File: config.mk
export PLATFORM = sky130hd
export DESIGN_NAME = linear_probe_hash_table
export DESIGN_NICKNAME = d
export VERILOG_FILES = /design/src/rtl/lph_pkg.sv /design/src/rtl/lph_ram.sv /design/src/rtl/lph_mod.sv /design/src/rtl/linear_probe_hash_table.sv
export VERILOG_INCLUDE_DIRS = /design/src /design/src/rtl
export SDC_FILE = /design/constraint.sdc
export NUM_CORES = 1
export LEC_CHECK = 0
export BUFFER_PORTS_ARGS = -buffer_cell sky130_fd_sc_hd__buf_2
export CORE_MARGIN = 1
export CORE_UTILIZATION = 55
export CTS_CLUSTER_SIZE = 25
export DETAILED_ROUTE_END_ITERATION = 7
export PLACE_DENSITY = 0.73
export SYNTH_ARGS = -nofsm -noshare
export SYNTH_HDL_FRONTEND = slang
export SYNTH_SLANG_ARGS = --single-unit
export TNS_END_PERCENT = 1
File: constraint.sdc
create_clock -name clk -period 5.4 [get_ports clk]
set_clock_uncertainty 0.2 [all_clocks]
set_input_delay 0 -clock clk [delete_from_list [all_inputs] [get_ports clk]]
set_output_delay 0 -clock clk [all_outputs]
set_load 0.05 [all_outputs]
File: src/rtl/assert_macros.svh
// ---------------------------------------------------------------------------
// Assertion macros
// Concurrent assertion wrappers shared by the RTL. They are empty when
// SYNTHESIS is defined.
// ---------------------------------------------------------------------------
`ifndef ASSERT_MACROS_SVH
`define ASSERT_MACROS_SVH
`ifndef SYNTHESIS
// Check on every rising edge, skip while reset is high
`define ASSERT_RST(lbl, clk, rst, prop, msg) \
  lbl: assert property (@(posedge clk) disable iff (rst) prop) else $error(msg);
// Check on every rising edge, reset included
`define ASSERT_ALWAYS(lbl, clk, prop, msg) \
  lbl: assert property (@(posedge clk) prop) else $error(msg);
`else
`define ASSERT_RST(lbl, clk, rst, prop, msg)
`define ASSERT_ALWAYS(lbl, clk, prop, msg)
`endif
`endif

File: src/rtl/lph_pkg.sv
// ---------------------------------------------------------------------------
// lph_pkg
// Types and constants of the linear probing hash table.
// ---------------------------------------------------------------------------
package lph_pkg;

  // Field widths
  localparam int KEY_W  = 16;
  localparam int DATA_W = 32;
  localparam int SLOT_W = 3;

  // Default number of slots
  localparam int TABLE_SIZE_DEF = 8;

  typedef enum logic {
    ACT_INSERT = 1'b0,
    ACT_SEARCH = 1'b1
  } action_t;

  typedef enum logic [1:0] {
    ST_INSERTED  = 2'd0,
    ST_FULL      = 2'd1,
    ST_FOUND     = 2'd2,
    ST_NOT_FOUND = 2'd3
  } status_t;

  typedef enum logic [1:0] {
    S_CLEAR,
    S_IDLE,
    S_HASH,
    S_PROBE
  } state_t;

  typedef struct packed {
    action_t             action;
    logic [KEY_W-1:0]    key;
    logic [DATA_W-1:0]   entry_data;
  } in_item_t;

  typedef struct packed {
    status_t             status;
    logic [SLOT_W-1:0]   slot;
    logic [KEY_W-1:0]    found_key;
    logic [DATA_W-1:0]   found_data;
  } out_item_t;

  // One table entry as held in memory
  typedef struct packed {
    logic                valid;
    logic [KEY_W-1:0]    key;
    logic [DATA_W-1:0]   data;
  } entry_t;

endpackage

File: src/rtl/lph_ram.sv
// ---------------------------------------------------------------------------
// lph_ram
// Generic single write port, single read port RAM with registered read.
// ---------------------------------------------------------------------------
module lph_ram #(
  parameter int WIDTH = 8,
  parameter int DEPTH = 8
) (
  input  logic                     clk,
  input  logic                     we,
  input  logic [$clog2(DEPTH)-1:0] waddr,
  input  logic [WIDTH-1:0]         wdata,
  input  logic                     re,
  input  logic [$clog2(DEPTH)-1:0] raddr,
  output logic [WIDTH-1:0]         rdata
);

  logic [WIDTH-1:0] mem [DEPTH];

  // Write port
  always_ff @(posedge clk) begin
    if (we) begin
      mem[waddr] <= wdata;
    end
  end

  // Registered read port
  always_ff @(posedge clk) begin
    if (re) begin
      rdata <= mem[raddr];
    end
  end

endmodule

File: src/rtl/lph_mod.sv
// ---------------------------------------------------------------------------
// lph_mod
// Home slot unit: key modulo TABLE_SIZE by multiplying with a fixed
// reciprocal, then subtracting quotient times TABLE_SIZE.
// ---------------------------------------------------------------------------
`include "assert_macros.svh"

module lph_mod #(
  parameter int TABLE_SIZE = lph_pkg::TABLE_SIZE_DEF
) (
  input  logic                          clk,
  input  logic                          rst,
  input  logic                          start,
  input  logic [lph_pkg::KEY_W-1:0]     key,
  output logic                          done,
  output logic [$clog2(TABLE_SIZE)-1:0] home
);

  import lph_pkg::*;

  localparam int IDX_W   = $clog2(TABLE_SIZE);
  localparam int REM_W   = IDX_W + 1;
  localparam int SHIFT   = KEY_W + IDX_W;
  localparam int RECIP_W = KEY_W + 1;
  localparam int PROD_W  = KEY_W + RECIP_W;
  localparam int Q_W     = PROD_W - SHIFT;
  // ceil(2^SHIFT / TABLE_SIZE) gives the exact quotient for every key
  localparam logic [RECIP_W-1:0] RECIP =
    RECIP_W'(((64'd1 << SHIFT) + 64'(TABLE_SIZE) - 64'd1) / 64'(TABLE_SIZE));
  localparam logic [KEY_W-1:0]   TS_KEY = KEY_W'(TABLE_SIZE);
  localparam logic [REM_W-1:0]   TS_EXT = REM_W'(TABLE_SIZE);

  logic              stage1;
  logic              stage2;
  logic [KEY_W-1:0]  key_q;
  logic [Q_W-1:0]    quot;
  logic [PROD_W-1:0] prod;
  logic [KEY_W-1:0]  rem_full;
  logic [IDX_W-1:0]  rem;

  // Scale the key by the reciprocal; the top bits are the quotient
  assign prod = PROD_W'(key_q) * PROD_W'(RECIP);

  // Take the remainder from the quotient
  assign rem_full = key_q - KEY_W'(quot) * TS_KEY;

  // Control
  always_ff @(posedge clk) begin
    if (rst) begin
      stage1 <= 1'b0;
      stage2 <= 1'b0;
      done   <= 1'b0;
    end else begin
      stage1 <= start;
      stage2 <= stage1;
      done   <= stage2;
    end
  end

  // Datapath
  always_ff @(posedge clk) begin
    if (start) begin
      key_q <= key;
    end
    if (stage1) begin
      quot <= prod[PROD_W-1:SHIFT];
    end
    if (stage2) begin
      rem <= rem_full[IDX_W-1:0];
    end
  end

  assign home = rem;

  `ASSERT_RST(a_mod_no_restart, clk, rst, (stage1 || stage2) |-> !start, "home unit restarted while working")
  `ASSERT_RST(a_mod_done_pulse, clk, rst, done |-> !(stage1 || stage2), "home unit done while still working")
  `ASSERT_RST(a_mod_rem_range, clk, rst, done |-> (REM_W'(rem) < TS_EXT), "home slot out of range")

endmodule

File: src/rtl/linear_probe_hash_table.sv
// ---------------------------------------------------------------------------
// linear_probe_hash_table
// Open-addressed table of TABLE_SIZE slots with linear probing and wrap.
// ---------------------------------------------------------------------------
// After reset the block is busy while it clears the valid marks in memory,
// one slot per cycle. A beat is taken when start is high and busy is low;
// busy then stays high until the result. The home slot is computed in the
// reciprocal unit, then the probe reads one slot per cycle from the table
// memory, whose read port is registered. A beat probes 1 to TABLE_SIZE
// slots. The done strobe lasts one cycle; results cannot be held off, and
// the next beat may be started in the strobe cycle.
`include "assert_macros.svh"

module linear_probe_hash_table #(
  parameter int TABLE_SIZE = lph_pkg::TABLE_SIZE_DEF
) (
  input  logic               clk,
  input  logic               rst,
  input  logic               start,
  output logic               busy,
  input  lph_pkg::in_item_t  request,
  output logic               done,
  output lph_pkg::out_item_t result
);

  import lph_pkg::*;

  localparam int IDX_W = $clog2(TABLE_SIZE);
  localparam int CNT_W = $clog2(TABLE_SIZE + 1);
  localparam logic [IDX_W-1:0] LAST_IDX = IDX_W'(TABLE_SIZE - 1);
  localparam logic [CNT_W-1:0] CNT_ALL  = CNT_W'(TABLE_SIZE);
  localparam logic [CNT_W-1:0] CNT_LAST = CNT_W'(TABLE_SIZE - 1);

  state_t state, state_next;

  in_item_t         item_q;
  logic [IDX_W-1:0] clr_idx;
  logic [IDX_W-1:0] rd_idx;
  logic [CNT_W-1:0] issued;
  logic             resp_vld;
  logic [IDX_W-1:0] resp_idx;
  logic             resp_last;

  logic             mod_start;
  logic             mod_done;
  logic [IDX_W-1:0] home;

  logic             ram_we;
  logic [IDX_W-1:0] ram_waddr;
  entry_t           ram_wdata;
  logic             issue;
  logic [$bits(entry_t)-1:0] ram_rdata;
  entry_t           rd_entry;

  logic             finish;
  logic             ins_hit;
  out_item_t        res_next;

  // Home slot unit
  lph_mod #(
    .TABLE_SIZE(TABLE_SIZE)
  ) u_mod (
    .clk  (clk),
    .rst  (rst),
    .start(mod_start),
    .key  (request.key),
    .done (mod_done),
    .home (home)
  );

  // Table memory: valid mark, key and data word per slot
  lph_ram #(
    .WIDTH($bits(entry_t)),
    .DEPTH(TABLE_SIZE)
  ) u_ram (
    .clk  (clk),
    .we   (ram_we),
    .waddr(ram_waddr),
    .wdata(ram_wdata),
    .re   (issue),
    .raddr(rd_idx),
    .rdata(ram_rdata)
  );

  assign rd_entry = entry_t'(ram_rdata);

  // Evaluate the slot that came back from memory
  always_comb begin
    logic match;
    match    = rd_entry.valid && (rd_entry.key == item_q.key);
    finish   = 1'b0;
    ins_hit  = 1'b0;
    res_next = '0;
    res_next.status = ST_NOT_FOUND;
    if (resp_vld) begin
      unique case (item_q.action)
        ACT_INSERT: begin
          if (!rd_entry.valid) begin
            finish              = 1'b1;
            ins_hit             = 1'b1;
            res_next.status     = ST_INSERTED;
            res_next.slot       = SLOT_W'(resp_idx);
            res_next.found_key  = item_q.key;
            res_next.found_data = item_q.entry_data;
          end else if (resp_last) begin
            finish          = 1'b1;
            res_next.status = ST_FULL;
          end
        end
        ACT_SEARCH: begin
          if (match) begin
            finish              = 1'b1;
            res_next.status     = ST_FOUND;
            res_next.slot       = SLOT_W'(resp_idx);
            res_next.found_key  = rd_entry.key;
            res_next.found_data = rd_entry.data;
          end else if (!rd_entry.valid || resp_last) begin
            finish          = 1'b1;
            res_next.status = ST_NOT_FOUND;
          end
        end
        default: begin
          finish = 1'b0;
        end
      endcase
    end
  end

  // Next state
  always_comb begin
    state_next = state;
    unique case (state)
      S_CLEAR: if (clr_idx == LAST_IDX) state_next = S_IDLE;
      S_IDLE:  if (start) state_next = S_HASH;
      S_HASH:  if (mod_done) state_next = S_PROBE;
      S_PROBE: if (finish) state_next = S_IDLE;
      default: state_next = S_CLEAR;
    endcase
  end

  // Outputs of the state machine
  always_comb begin
    busy      = 1'b1;
    mod_start = 1'b0;
    issue     = 1'b0;
    ram_we    = 1'b0;
    ram_waddr = clr_idx;
    ram_wdata = '0;
    unique case (state)
      S_CLEAR: begin
        ram_we = 1'b1;
      end
      S_IDLE: begin
        busy      = 1'b0;
        mod_start = start;
      end
      S_HASH: begin
        busy = 1'b1;
      end
      S_PROBE: begin
        issue = (issued != CNT_ALL) && !finish;
        if (ins_hit) begin
          ram_we          = 1'b1;
          ram_waddr       = resp_idx;
          ram_wdata.valid = 1'b1;
          ram_wdata.key   = item_q.key;
          ram_wdata.data  = item_q.entry_data;
        end
      end
      default: begin
        busy = 1'b1;
      end
    endcase
  end

  // Control registers
  always_ff @(posedge clk) begin
    if (rst) begin
      state    <= S_CLEAR;
      clr_idx  <= '0;
      resp_vld <= 1'b0;
      done     <= 1'b0;
    end else begin
      state    <= state_next;
      resp_vld <= issue;
      done     <= finish;
      if (state == S_CLEAR) begin
        clr_idx <= clr_idx + 1'b1;
      end
    end
  end

  // Hold the beat, advance the probe, capture the result
  always_ff @(posedge clk) begin
    if (state == S_IDLE && start) begin
      item_q <= request;
    end
    if (state == S_HASH && mod_done) begin
      rd_idx <= home;
      issued <= '0;
    end else if (issue) begin
      rd_idx <= (rd_idx == LAST_IDX) ? '0 : rd_idx + 1'b1;
      issued <= issued + 1'b1;
    end
    if (issue) begin
      resp_idx  <= rd_idx;
      resp_last <= (issued == CNT_LAST);
    end
    if (finish) begin
      result <= res_next;
    end
  end

  `ASSERT_ALWAYS(a_reset_state, clk, rst |=> (busy && !done), "reset did not idle the outputs")
  `ASSERT_RST(a_done_idle, clk, rst, done |-> !busy, "result strobe while busy")
  `ASSERT_RST(a_accept_busy, clk, rst, (start && !busy) |=> busy, "accepted beat did not raise busy")
  `ASSERT_RST(a_found_key, clk, rst, (done && result.status == ST_FOUND) |-> (result.found_key == item_q.key), "found key differs from request")
  `ASSERT_RST(a_miss_zero, clk, rst, (done && (result.status == ST_FULL || result.status == ST_NOT_FOUND)) |-> (result.slot == '0 && result.found_key == '0 && result.found_data == '0), "miss result not zeroed")

endmodule

==> impl_metrics.tcl, run 1 <==
set metrics [dict create \
    cts.root.buffer_cell "sky130_fd_sc_hd__clkbuf_16" \
    worst_slew_slack_as_a_fraction_of_its_limit_pct 23.6 \
    fin_nets 1372 \
    async_flop_share_pct 0 \
    post_synthesis_net_count 1139 \
    die_area_um2 40200 \
    grt_antenna_before_repair 0 \
    gr-total-overflow 0 \
    arrival_ns 3.63 \
    clock_sink_count 567 \
    drt.antenna.violating_nets 0 \
    final_layout_size_suffix_gt1_share_pct 27.6 \
    synth_top_area_share_pct 76.6 \
    final_min_period_over_clock_period_pct 66.8 \
    p_leak_uw 0.00855 \
    clock_tree.htree_level_count 2 \
    grt_start_max_net_pins 66 \
    yosysMostFrequentCell "sky130_fd_sc_hd__edfxtp_1" \
    grtUsageTotal_pct 22.7 \
    irDropWorstVdd_uv 386 \
    clk_pin_slew_ns 0.06 \
    core_region_area_um2 38700 \
    synth-main-ff-cell "sky130_fd_sc_hd__edfxtp_1" \
    worstSetupPathType "reg -> reg" \
    setup-tns-final_ns 0 \
    cp_data_required_time_ns 5.42 \
    grt.busiest_layer "met2" \
    hpwl_um 24100 \
    cts_tree "done" \
    worstHoldPathType "in -> reg" \
    endpoint_kind "register" \
    setup.reg_to_reg.worst_slack_ns 1.79 \
    die_w_um 200 \
    met1_demand_to_capacity_share_in_global_routing_pct 30.8 \
    library_cells_used_by_synthesis 45 \
    power.density_cell_area_nw_per_um2 418 \
    final.fill_count 2517 \
    top_level_ports 107 \
    yosys-top-cells-area "sky130_fd_sc_hd__edfxtp_1 77%, sky130_fd_sc_hd__mux4_2 10%, sky130_fd_sc_hd__mux2_2 2.5%, sky130_fd_sc_hd__nand2_1 1.4%, sky130_fd_sc_hd__dfxtp_1 1.3%" \
    unrepaired_setup_endpoints_after_global_routing "false" \
    drt_wl_total_um 44500 \
    grt_pass1_vias 11300 \
    synth_enable_flop_cells 553 \
    syn_avg_cell_area_um2 20.1 \
    via_count 10800 \
    setup_viol_count_final 0 \
    layout_min_cycle_time_ns 3.61 \
    floorplan.die.height_um 200 \
    max-cap-violations 0 \
    worst-path-max-fanout 31 \
    worstSetupStartpointType "register" \
    timing.fmax_ghz 0.277 \
    route.detailed.wl_per_inst_um 23.7 \
    report.final.hold_viol_count 0 \
    timing.final.ws_setup_ns 1.79 \
    yosysTopAreaCell "sky130_fd_sc_hd__edfxtp_1" \
    drtPass1Iterations 5 \
    seqCellArea_um2 16900 \
    clk_lat_worst_skew_ns 0.60 \
    grt_first_pass_wirelength_um 67600 \
    worst_setup_path_startpoint "state[1]" \
    final_weighted_congestion_in_routability_driven_placement 0.752 \
    multiInputGateArea_um2 4590 \
    initial_core_util_pct 55.9 \
    drt_iter0_markers 772 \
    core.rowCount 72 \
    synthesized_instance_count 1077 \
    layout-area-overhead-vs-synth_pct 18.6 \
    crit-reg2reg-launch "state[1]" \
    cts_inserted_buffers 56 \
    global_route.usage.met3_pct 3.12 \
    status "complete, no violations" \
    post-place-ws_ns 1.81 \
    ctsLongestPathBuffers 3 \
    number_of_antenna_diodes 0 \
    use_met2_pct 38.7 \
    final_core_utilization_pct 66.3 \
    numPortBuffers 106 \
    hold_path_startpoint "rst" \
    ys_top_cells_by_count "553 x sky130_fd_sc_hd__edfxtp_1, 98 x sky130_fd_sc_hd__mux4_2, 79 x sky130_fd_sc_hd__nand2_1, 53 x sky130_fd_sc_hd__nor2_1, 49 x sky130_fd_sc_hd__mux2_2" \
    drc 0 \
    synth.cell_area_um2 21700 \
    seq_area_frac_synth_pct 77.9 \
    synth_warnings 0 \
    ys_seq_elements 567 \
    slew_viol_final 0 \
    tightest_slew_ns 1.14 \
    vias_per_cell 5.75 \
]
-- where the power goes --
group          internal (uW)  switching (uW)
clock                   2270            1590
combinational            388             721
sequential              5600             172
-- final timing paths --
path / depth (start not counted) / end
max: 9 / u_ram.mem[4][40]
min: 3 / clr_idx[0]
max reg2reg: 9 / u_ram.mem[4][40]
min reg2reg: 1 / u_mod.stage2
-- layout by cell type (no fill, tap or decap), types with 10 or more instances in the layout --
cell type                       instances
sky130_fd_sc_hd__nor2_1                44
sky130_fd_sc_hd__clkbuf_16             57
sky130_fd_sc_hd__ha_1                  10
sky130_fd_sc_hd__buf_4                 22
sky130_fd_sc_hd__clkbuf_1              16
sky130_fd_sc_hd__nand2_1               78
sky130_fd_sc_hd__a22oi_1               17
sky130_fd_sc_hd__a21boi_0              22
sky130_fd_sc_hd__dfxtp_1               13
sky130_fd_sc_hd__nor2b_1               21
sky130_fd_sc_hd__a21boi_1              10
sky130_fd_sc_hd__clkinv_2              11
sky130_fd_sc_hd__mux4_2                98
sky130_fd_sc_hd__mux2_2                49
sky130_fd_sc_hd__edfxtp_1             553
sky130_fd_sc_hd__xor2_1                15
sky130_fd_sc_hd__and3_1                17
sky130_fd_sc_hd__buf_2                106
sky130_fd_sc_hd__dlygate4sd3_1        100
sky130_fd_sc_hd__inv_1                 10
-- critical path, cell delays in order, from the launching register on --
cell	delay (ns)
sky130_fd_sc_hd__dfxtp_1	0.34
sky130_fd_sc_hd__ha_1	0.25
sky130_fd_sc_hd__and2_0	0.17
sky130_fd_sc_hd__buf_4	0.20
sky130_fd_sc_hd__nand2_1	0.20
sky130_fd_sc_hd__inv_2	0.16
sky130_fd_sc_hd__nor3b_1	0.20
sky130_fd_sc_hd__o21bai_1	0.28
sky130_fd_sc_hd__nor2_4	0.65
sky130_fd_sc_hd__buf_4	0.56
-- per-layer routing --
metal	share of wire, %	wire length, um
met1	42	18600
met2	51	22700
met3	5.3	2350
met4	2.1	931
met5	0	0
-- registers in the layout, indices dropped and copies added (netlist names) --
register and count:
resp_last 1, item_q 49, u_mod.stage2 1, resp_vld 1, resp_idx 3, state 2
issued 4, rd_idx 3, u_mod.home 3, u_ram.rdata 49, done 1, result 53
u_mod.stage1 1, clr_idx 3, u_mod.done 1, u_ram.mem 392
-- final cells by class --
class,count,share of cell area (%)
clock buffer,76,5.95
clock inverter,29,1.17
inverter,12,0.175
multi-input combinational,445,17.9
sequential,567,65.7
tap,518,2.52
timing repair buffer,228,6.60
-- logic make-up (layout without fill, tap and decap cells) --
logic type               after synthesis  count (layout)  share of synthesized area, %
buffers and inverters                 65             345                          1.27
adder cells (fa/ha/maj)               10              10                         0.577
multiplexers                         153             153                          13.0
flip-flops                           567             567                          77.9
XOR/XNOR                              17              17                         0.687
AND/OR/NAND/NOR                      198             198                          4.25
AO/OA/AOI/OAI                         67              67                          2.26
-- timing repair --
action	4_1_cts	5_1_grt
hold buffers	100	0
resized for setup	0	0
setup buffers	0	0
endpoints found under the hold margin	90	0
setup endpoints to repair	0	0
-- per-stage QoR --
stage | hold WS [ns] | power [uW] | instances | area, um2
floorplan | -0.101 | 6470 | 1077 | 21700
global placement | -0.0239 | 6870 | 1670 | 22900
detailed placement | -0.0219 | 6920 | 1670 | 22900
CTS | 0.0996 | 10800 | 1875 | 25700
global route | 0.123 | 11100 | 1875 | 25700
finish | 0.126 | 10700 | 1875 | 25700
Power figures use the tool's default switching activity.
==> run 2, diff against run 1 <==
--- a/config.mk
+++ b/config.mk
@@ -6,12 +6,13 @@
 export SDC_FILE = /design/constraint.sdc
 export NUM_CORES = 1
 export LEC_CHECK = 0
+export ABC_AREA = 1
 export BUFFER_PORTS_ARGS = -buffer_cell sky130_fd_sc_hd__buf_2
 export CORE_MARGIN = 1
 export CORE_UTILIZATION = 55
 export CTS_CLUSTER_SIZE = 25
 export DETAILED_ROUTE_END_ITERATION = 7
-export PLACE_DENSITY = 0.73
+export PLACE_DENSITY = 0.75
 export SYNTH_ARGS = -nofsm -noshare
 export SYNTH_HDL_FRONTEND = slang
 export SYNTH_SLANG_ARGS = --single-unit
==> constraint.sdc (replaced) <==
create_clock -name clk -period 3.2 [get_ports clk]
set_clock_uncertainty 0.2 [all_clocks]
set_input_delay 0 -clock clk [delete_from_list [all_inputs] [get_ports clk]]
set_output_delay 0 -clock clk [all_outputs]
set_load 0.05 [all_outputs]
==> impl_metrics.tcl, run 2 <==
set metrics [dict create \
    status "complete, no violations" \
    cp_data_required_time_ns 3.26 \
    syn_avg_cell_area_um2 12.8 \
    initial_core_util_pct 55.7 \
    synth_warnings 0 \
    clk_pin_slew_ns 0.06 \
    yosysMostFrequentCell "sky130_fd_sc_hd__edfxtp_1" \
    critical_path.reg2reg.endpoint "u_ram.mem[0][26]" \
    floorplan.die.height_um 202 \
    final_min_period_over_clock_period_pct 93.2 \
    die_area_um2 40900 \
    synth-main-ff-cell "sky130_fd_sc_hd__edfxtp_1" \
    final_layout_size_suffix_gt1_share_pct 12.4 \
    grt_antenna_before_repair 0 \
    worst-path-max-fanout 26 \
    setup.reg_to_reg.worst_slack_ns 0.22 \
    worstSetupStartpointType "register" \
    via_count 14500 \
    placed_cells 2290 \
    final_weighted_congestion_in_routability_driven_placement 0.852 \
    synth.cell_area_um2 22100 \
    drtPass1Iterations 5 \
    slew_viol_final 0 \
    post_cts.repair.setup_buffers 0 \
    setup-tns-final_ns 0 \
    core.rowCount 73 \
    report.final.hold_viol_count 0 \
    yosys-top-cells-area "sky130_fd_sc_hd__edfxtp_1 75%, sky130_fd_sc_hd__nor2_1 7.4%, sky130_fd_sc_hd__o21ai_0 4.6%, sky130_fd_sc_hd__nand2_1 2.0%, sky130_fd_sc_hd__o22ai_1 1.4%" \
    number_of_antenna_diodes 0 \
    core_region_area_um2 39600 \
    synthesized_instance_count 1719 \
    finish.instance_area_um2 26200 \
    crit-reg2reg-launch "state[0]" \
    numPortBuffers 106 \
    p_leak_uw 0.00922 \
    postCtsResizedCells 0 \
    synth_enable_flop_cells 553 \
    grt_first_pass_wirelength_um 79700 \
    drc 0 \
    clk_lat_worst_skew_ns 0.63 \
    setup_viol_count_final 0 \
    cts.root.buffer_cell "sky130_fd_sc_hd__clkbuf_16" \
    cts_inserted_buffers 55 \
    max_ffs_per_register 392 \
    worst_slew_slack_as_a_fraction_of_its_limit_pct 46.3 \
    synth_top_area_share_pct 75.2 \
    timing.fmax_ghz 0.335 \
    clock_tree.htree_level_count 2 \
    post-place-ws_ns 0.343 \
    cts_tree "done" \
    yosysTopAreaCell "sky130_fd_sc_hd__edfxtp_1" \
    final.fill_count 2760 \
    clock_sink_count 567 \
    grt_pass1_vias 14100 \
    ctsLongestPathBuffers 3 \
    hpwl_um 28600 \
    post_synthesis_net_count 1781 \
    power.density_cell_area_nw_per_um2 726 \
    worst_setup_path_startpoint "state[0]" \
    vias_per_cell 5.81 \
    drt_wl_total_um 51900 \
    ys_top_cells_by_count "553 x sky130_fd_sc_hd__edfxtp_1, 435 x sky130_fd_sc_hd__nor2_1, 203 x sky130_fd_sc_hd__o21ai_0, 115 x sky130_fd_sc_hd__nand2_1, 64 x sky130_fd_sc_hd__clkbuf_1" \
    die_w_um 202 \
    timing.final.ws_setup_ns 0.218 \
    endpoint_kind "register" \
    grt_start_max_net_pins 154 \
    postCtsHoldBufs 102 \
    layout_min_cycle_time_ns 2.98 \
    worst_setup_path_endpoint "u_ram.mem[0][26]" \
    fin_nets 1986 \
    max-cap-violations 0 \
    tightest_slew_ns 0.806 \
    library_cells_used_by_synthesis 31 \
    gr-total-overflow 0 \
    hold_path_startpoint "rst" \
    worstHoldPathType "in -> reg" \
    drt.antenna.violating_nets 0 \
    max_flop_register "u_ram.mem" \
    top_level_ports 107 \
    layout-area-overhead-vs-synth_pct 18.5 \
    unrepaired_setup_endpoints_after_global_routing "false" \
    ys_seq_elements 567 \
    drt_iter0_markers 1714 \
    layout_commonest_cell "sky130_fd_sc_hd__edfxtp_1" \
    layout.cells.most_common_list "553 x sky130_fd_sc_hd__edfxtp_1, 427 x sky130_fd_sc_hd__nor2_1, 203 x sky130_fd_sc_hd__o21ai_0" \
    irDropWorstVdd_uv 525 \
    placed_cell_area_um2 23400 \
    grtUsageTotal_pct 25.5 \
    route.detailed.wl_per_inst_um 20.8 \
    final-instance-count-excl-fill 2492 \
    regs_by_ff_count "u_ram.mem: 392 flops, result: 53 flops" \
    worstSetupPathType "reg -> reg" \
    arrival_ns 3.04 \
    r2r_cells 8 \
    async_flop_share_pct 0 \
    seq_area_frac_synth_pct 76.5 \
]
-- run 2: metrics by stage --
stage / total power (uW) / hold WS, ns / utilization [%]
after floorplan: 11500 / -0.129 / -
after global placement: 12500 / -0.0240 / 59.0
after detailed placement: 12600 / -0.0214 / 59.0
after CTS: 19000 / 0.0331 / 66.0
final: 19000 / 0.0644 / 66.0
after global routing: 19600 / 0.0860 / 66.0
-- run 2: worst min-delay path by stage --
stage	to	slack, ns	depth (start not counted)
2_1_floorplan	u_mod.stage2	-0.13	1
3_3_place_gp	item_q[9]	-0.02	1
3_5_place_dp	item_q[9]	-0.02	1
4_1_cts	state[1]	0.03	5
5_1_grt	state[0]	0.09	5
6_report	state[1]	0.06	5
-- run 2: metal layers --
layer | GRT usage (%) | vias to the layer above | routed length [um]
li1 | - | 6587 | -
met1 | 36.9 | 7117 | 21800
met2 | 39.7 | 707 | 24400
met3 | 4.55 | 62 | 4830
met4 | 8.11 | 0 | 909
met5 | 0 | - | 0
-- run 2: worst max-delay path, cell delays in order, from the launching register on --
cell and delay (ns):
sky130_fd_sc_hd__dfxtp_1 0.39, sky130_fd_sc_hd__ha_1 0.30, sky130_fd_sc_hd__nand2_2 0.08, sky130_fd_sc_hd__nor2_1 0.29, sky130_fd_sc_hd__inv_1 0.14, sky130_fd_sc_hd__o21ai_0 0.31, sky130_fd_sc_hd__nand2_1 0.32, sky130_fd_sc_hd__nor2_4 0.19
sky130_fd_sc_hd__buf_4 0.39
-- run 2: report_power, final --
group	leakage, uW	switching (uW)	internal (uW)	total, uW
combinational	0.00291	2030	764	2800
clock	0.000858	2690	3660	6350
sequential	0.00546	329	9500	9830
-- run 2: logic make-up (layout without fill, tap and decap cells) --
logic type / count (synthesis) / count (layout) / share of synthesized area (%)
DFF: 567 / 567 / 76.5
xor gates and xnor gates: 5 / 5 / 0.198
adders and majority gates: 10 / 10 / 0.567
and+or+nand+nor: 627 / 627 / 11.2
buffers and inverters: 154 / 402 / 2.88
AOI/OAI and AO/OA: 356 / 356 / 8.64
-- run 2: cell type report --
cell class	instances	area (um2)	share of cell area (%)
Multi-Input combinational cell	998	4630	17.7
Timing Repair Buffer	248	2010	7.70
Clock inverter	24	224	0.856
Tap cell	525	657	2.51
Sequential cell	567	16900	64.6
Clock buffer	76	1540	5.88
Inverter	54	205	0.785
==> run 3, diff against run 2 <==
--- a/config.mk
+++ b/config.mk
@@ -8,7 +8,7 @@
 export LEC_CHECK = 0
 export ABC_AREA = 1
 export BUFFER_PORTS_ARGS = -buffer_cell sky130_fd_sc_hd__buf_2
-export CORE_MARGIN = 1
+export CORE_MARGIN = 8
 export CORE_UTILIZATION = 55
 export CTS_CLUSTER_SIZE = 25
 export DETAILED_ROUTE_END_ITERATION = 7
==> impl_metrics.tcl, run 3 (synthesized netlist as in run 2, its figures left out) <==
set metrics [dict create \
    layout_commonest_cell "sky130_fd_sc_hd__edfxtp_1" \
    numPortBuffers 106 \
    layout-area-overhead-vs-synth_pct 18.7 \
    arrival_ns 2.97 \
    worstHoldPathType "in -> reg" \
    power.density_cell_area_nw_per_um2 730 \
    timing.fmax_ghz 0.344 \
    setup.reg_to_reg.worst_slack_ns 0.29 \
    clock_sink_count 567 \
    irDropWorstVdd_uv 585 \
    setup_viol_count_final 0 \
    final_core_utilization_pct 66.1 \
    cp_data_required_time_ns 3.26 \
    post_cts.repair.setup_buffers 0 \
    top_level_ports 107 \
    drt_iter0_markers 1976 \
    worst-path-max-fanout 49 \
    gr-total-overflow 0 \
    grtUsageTotal_pct 22.5 \
    ctsLongestPathBuffers 3 \
    die_w_um 216 \
    worstSetupStartpointType "register" \
    grt_first_pass_wirelength_um 82500 \
    hold_path_startpoint "rst" \
    crit-reg2reg-launch "state[1]" \
    drt_wl_total_um 54300 \
    final.fill_count 2691 \
    clock_tree.htree_level_count 2 \
    endpoint_kind "register" \
    via_count 14700 \
    placed_cell_area_um2 23400 \
    die_area_um2 46800 \
    post-layout-total-power_uw 19100 \
    hpwl_um 30300 \
    p_leak_uw 0.00925 \
    core.rowCount 73 \
    grt_pass1_vias 14200 \
    max_flop_register "u_ram.mem" \
    route.detailed.wl_per_inst_um 21.8 \
    final_min_period_over_clock_period_pct 90.9 \
    max_ffs_per_register 392 \
    critical_path.reg2reg.endpoint "u_ram.mem[2][22]" \
    unrepaired_setup_endpoints_after_global_routing "false" \
    grt_antenna_before_repair 0 \
    worstSetupPathType "reg -> reg" \
    drt.antenna.violating_nets 0 \
    cts_inserted_buffers 55 \
    final_weighted_congestion_in_routability_driven_placement 0.832 \
    grt_start_max_net_pins 99 \
    drtPass1Iterations 6 \
    core_region_area_um2 39600 \
    worst_hold_path.endpoint "clr_idx[1]" \
    worst_hold_depth 5 \
    layout_min_cycle_time_ns 2.91 \
    floorplan.die.height_um 216 \
    slew_viol_final 0 \
    fin_nets 1983 \
    report.final.hold_viol_count 0 \
    clk_pin_slew_ns 0.06 \
    initial_core_util_pct 55.7 \
    layout.cells.most_common_list "553 x sky130_fd_sc_hd__edfxtp_1, 427 x sky130_fd_sc_hd__nor2_1, 203 x sky130_fd_sc_hd__o21ai_0" \
    cts_tree "done" \
    r2r_cells 8 \
    clk_lat_worst_skew_ns 0.63 \
    worst_slew_slack_as_a_fraction_of_its_limit_pct 50.8 \
    drc 0 \
    vias_per_cell 5.89 \
    max-cap-violations 0 \
    status "complete, no violations" \
    final_layout_size_suffix_gt1_share_pct 12.6 \
    number_of_antenna_diodes 0 \
    regs_by_ff_count "u_ram.mem: 392 flops, result: 53 flops" \
    finish.instance_area_um2 26200 \
    tightest_slew_ns 0.739 \
    cts.root.buffer_cell "sky130_fd_sc_hd__clkbuf_16" \
]
## run 3: changes by cell type in the layout (fill, tap and decap cells not counted), moves of 3 or more
cell,previous run,this run
sky130_fd_sc_hd__buf_4,27,20
sky130_fd_sc_hd__clkinv_2,6,12
sky130_fd_sc_hd__clkbuf_1,15,10
sky130_fd_sc_hd__clkbuf_8,4,0
sky130_fd_sc_hd__buf_12,13,16
## run 3: what timing repair did
action                                  CTS  global route
gates resized for setup                   0             1
endpoints found under the setup margin    0            23
hold buffers                            102             0
endpoints found under the hold margin    78             0
## run 3: metal layers
metal,up-vias,routed length [um],global-route usage [%]
met3,68,5920,5.25
met1,7174,21900,31.6
met2,856,25700,35.6
met4,0,770,5.41
met5,-,0,0
li1,6582,-,-
## run 3: worst max-delay path by stage
| stage | startpoint | to | slack, ns | cells after the start |
|---|---|---|---|---|
| 5_1_grt | state[0] | u_ram.mem[2][15] | 0.08 | 8 |
| 4_1_cts | state[0] | u_ram.mem[4][23] | 0.25 | 8 |
| 3_5_place_dp | state[0] | u_ram.mem[4][29] | 0.30 | 8 |
| 3_3_place_gp | state[0] | u_ram.mem[4][29] | 0.41 | 8 |
| 6_report | state[1] | u_ram.mem[2][22] | 0.29 | 8 |
| 2_1_floorplan | state[0] | u_ram.mem[1][0] | -0.27 | 7 |
## run 3: metrics by stage
stage | hold WS [ns] | worst slack, ns | TNS [ns] | instances
finish | 0.0336 | 0.292 | 0 | 2491
global route | 0.0528 | 0.0794 | 0 | 2491
CTS | 0.00212 | 0.248 | 0 | 2491
detailed placement | -0.0219 | 0.295 | 0 | 2287
global placement | -0.0228 | 0.413 | 0 | 2287
floorplan | -0.129 | -0.273 | -101.93 | 1719
## run 3: worst max-delay path, stage by stage (launching register included)
cell                      delay, ns
sky130_fd_sc_hd__dfxtp_1       0.38
sky130_fd_sc_hd__ha_1          0.30
sky130_fd_sc_hd__nand2_2       0.08
sky130_fd_sc_hd__nor2_1        0.28
sky130_fd_sc_hd__inv_1         0.13
sky130_fd_sc_hd__o21ai_0       0.28
sky130_fd_sc_hd__nand2_1       0.31
sky130_fd_sc_hd__nor2_4        0.21
sky130_fd_sc_hd__buf_12        0.33
## run 3: report_power, final
group	internal [uW]	total [uW]	switching [uW]
registers	9500	9830	326
logic	771	2820	2050
clock network	3670	6480	2800
## run 3: final cells by class
type                       count  area, um2  area share [%]
clock buffer                  65       1410            5.39
inverter                      54        205           0.783
multi-input combinational    998       4630            17.7
timing repair buffer         245       2030            7.76
clock inverter                37        389            1.48
tap                          525        657            2.51
sequential                   567      16900            64.4
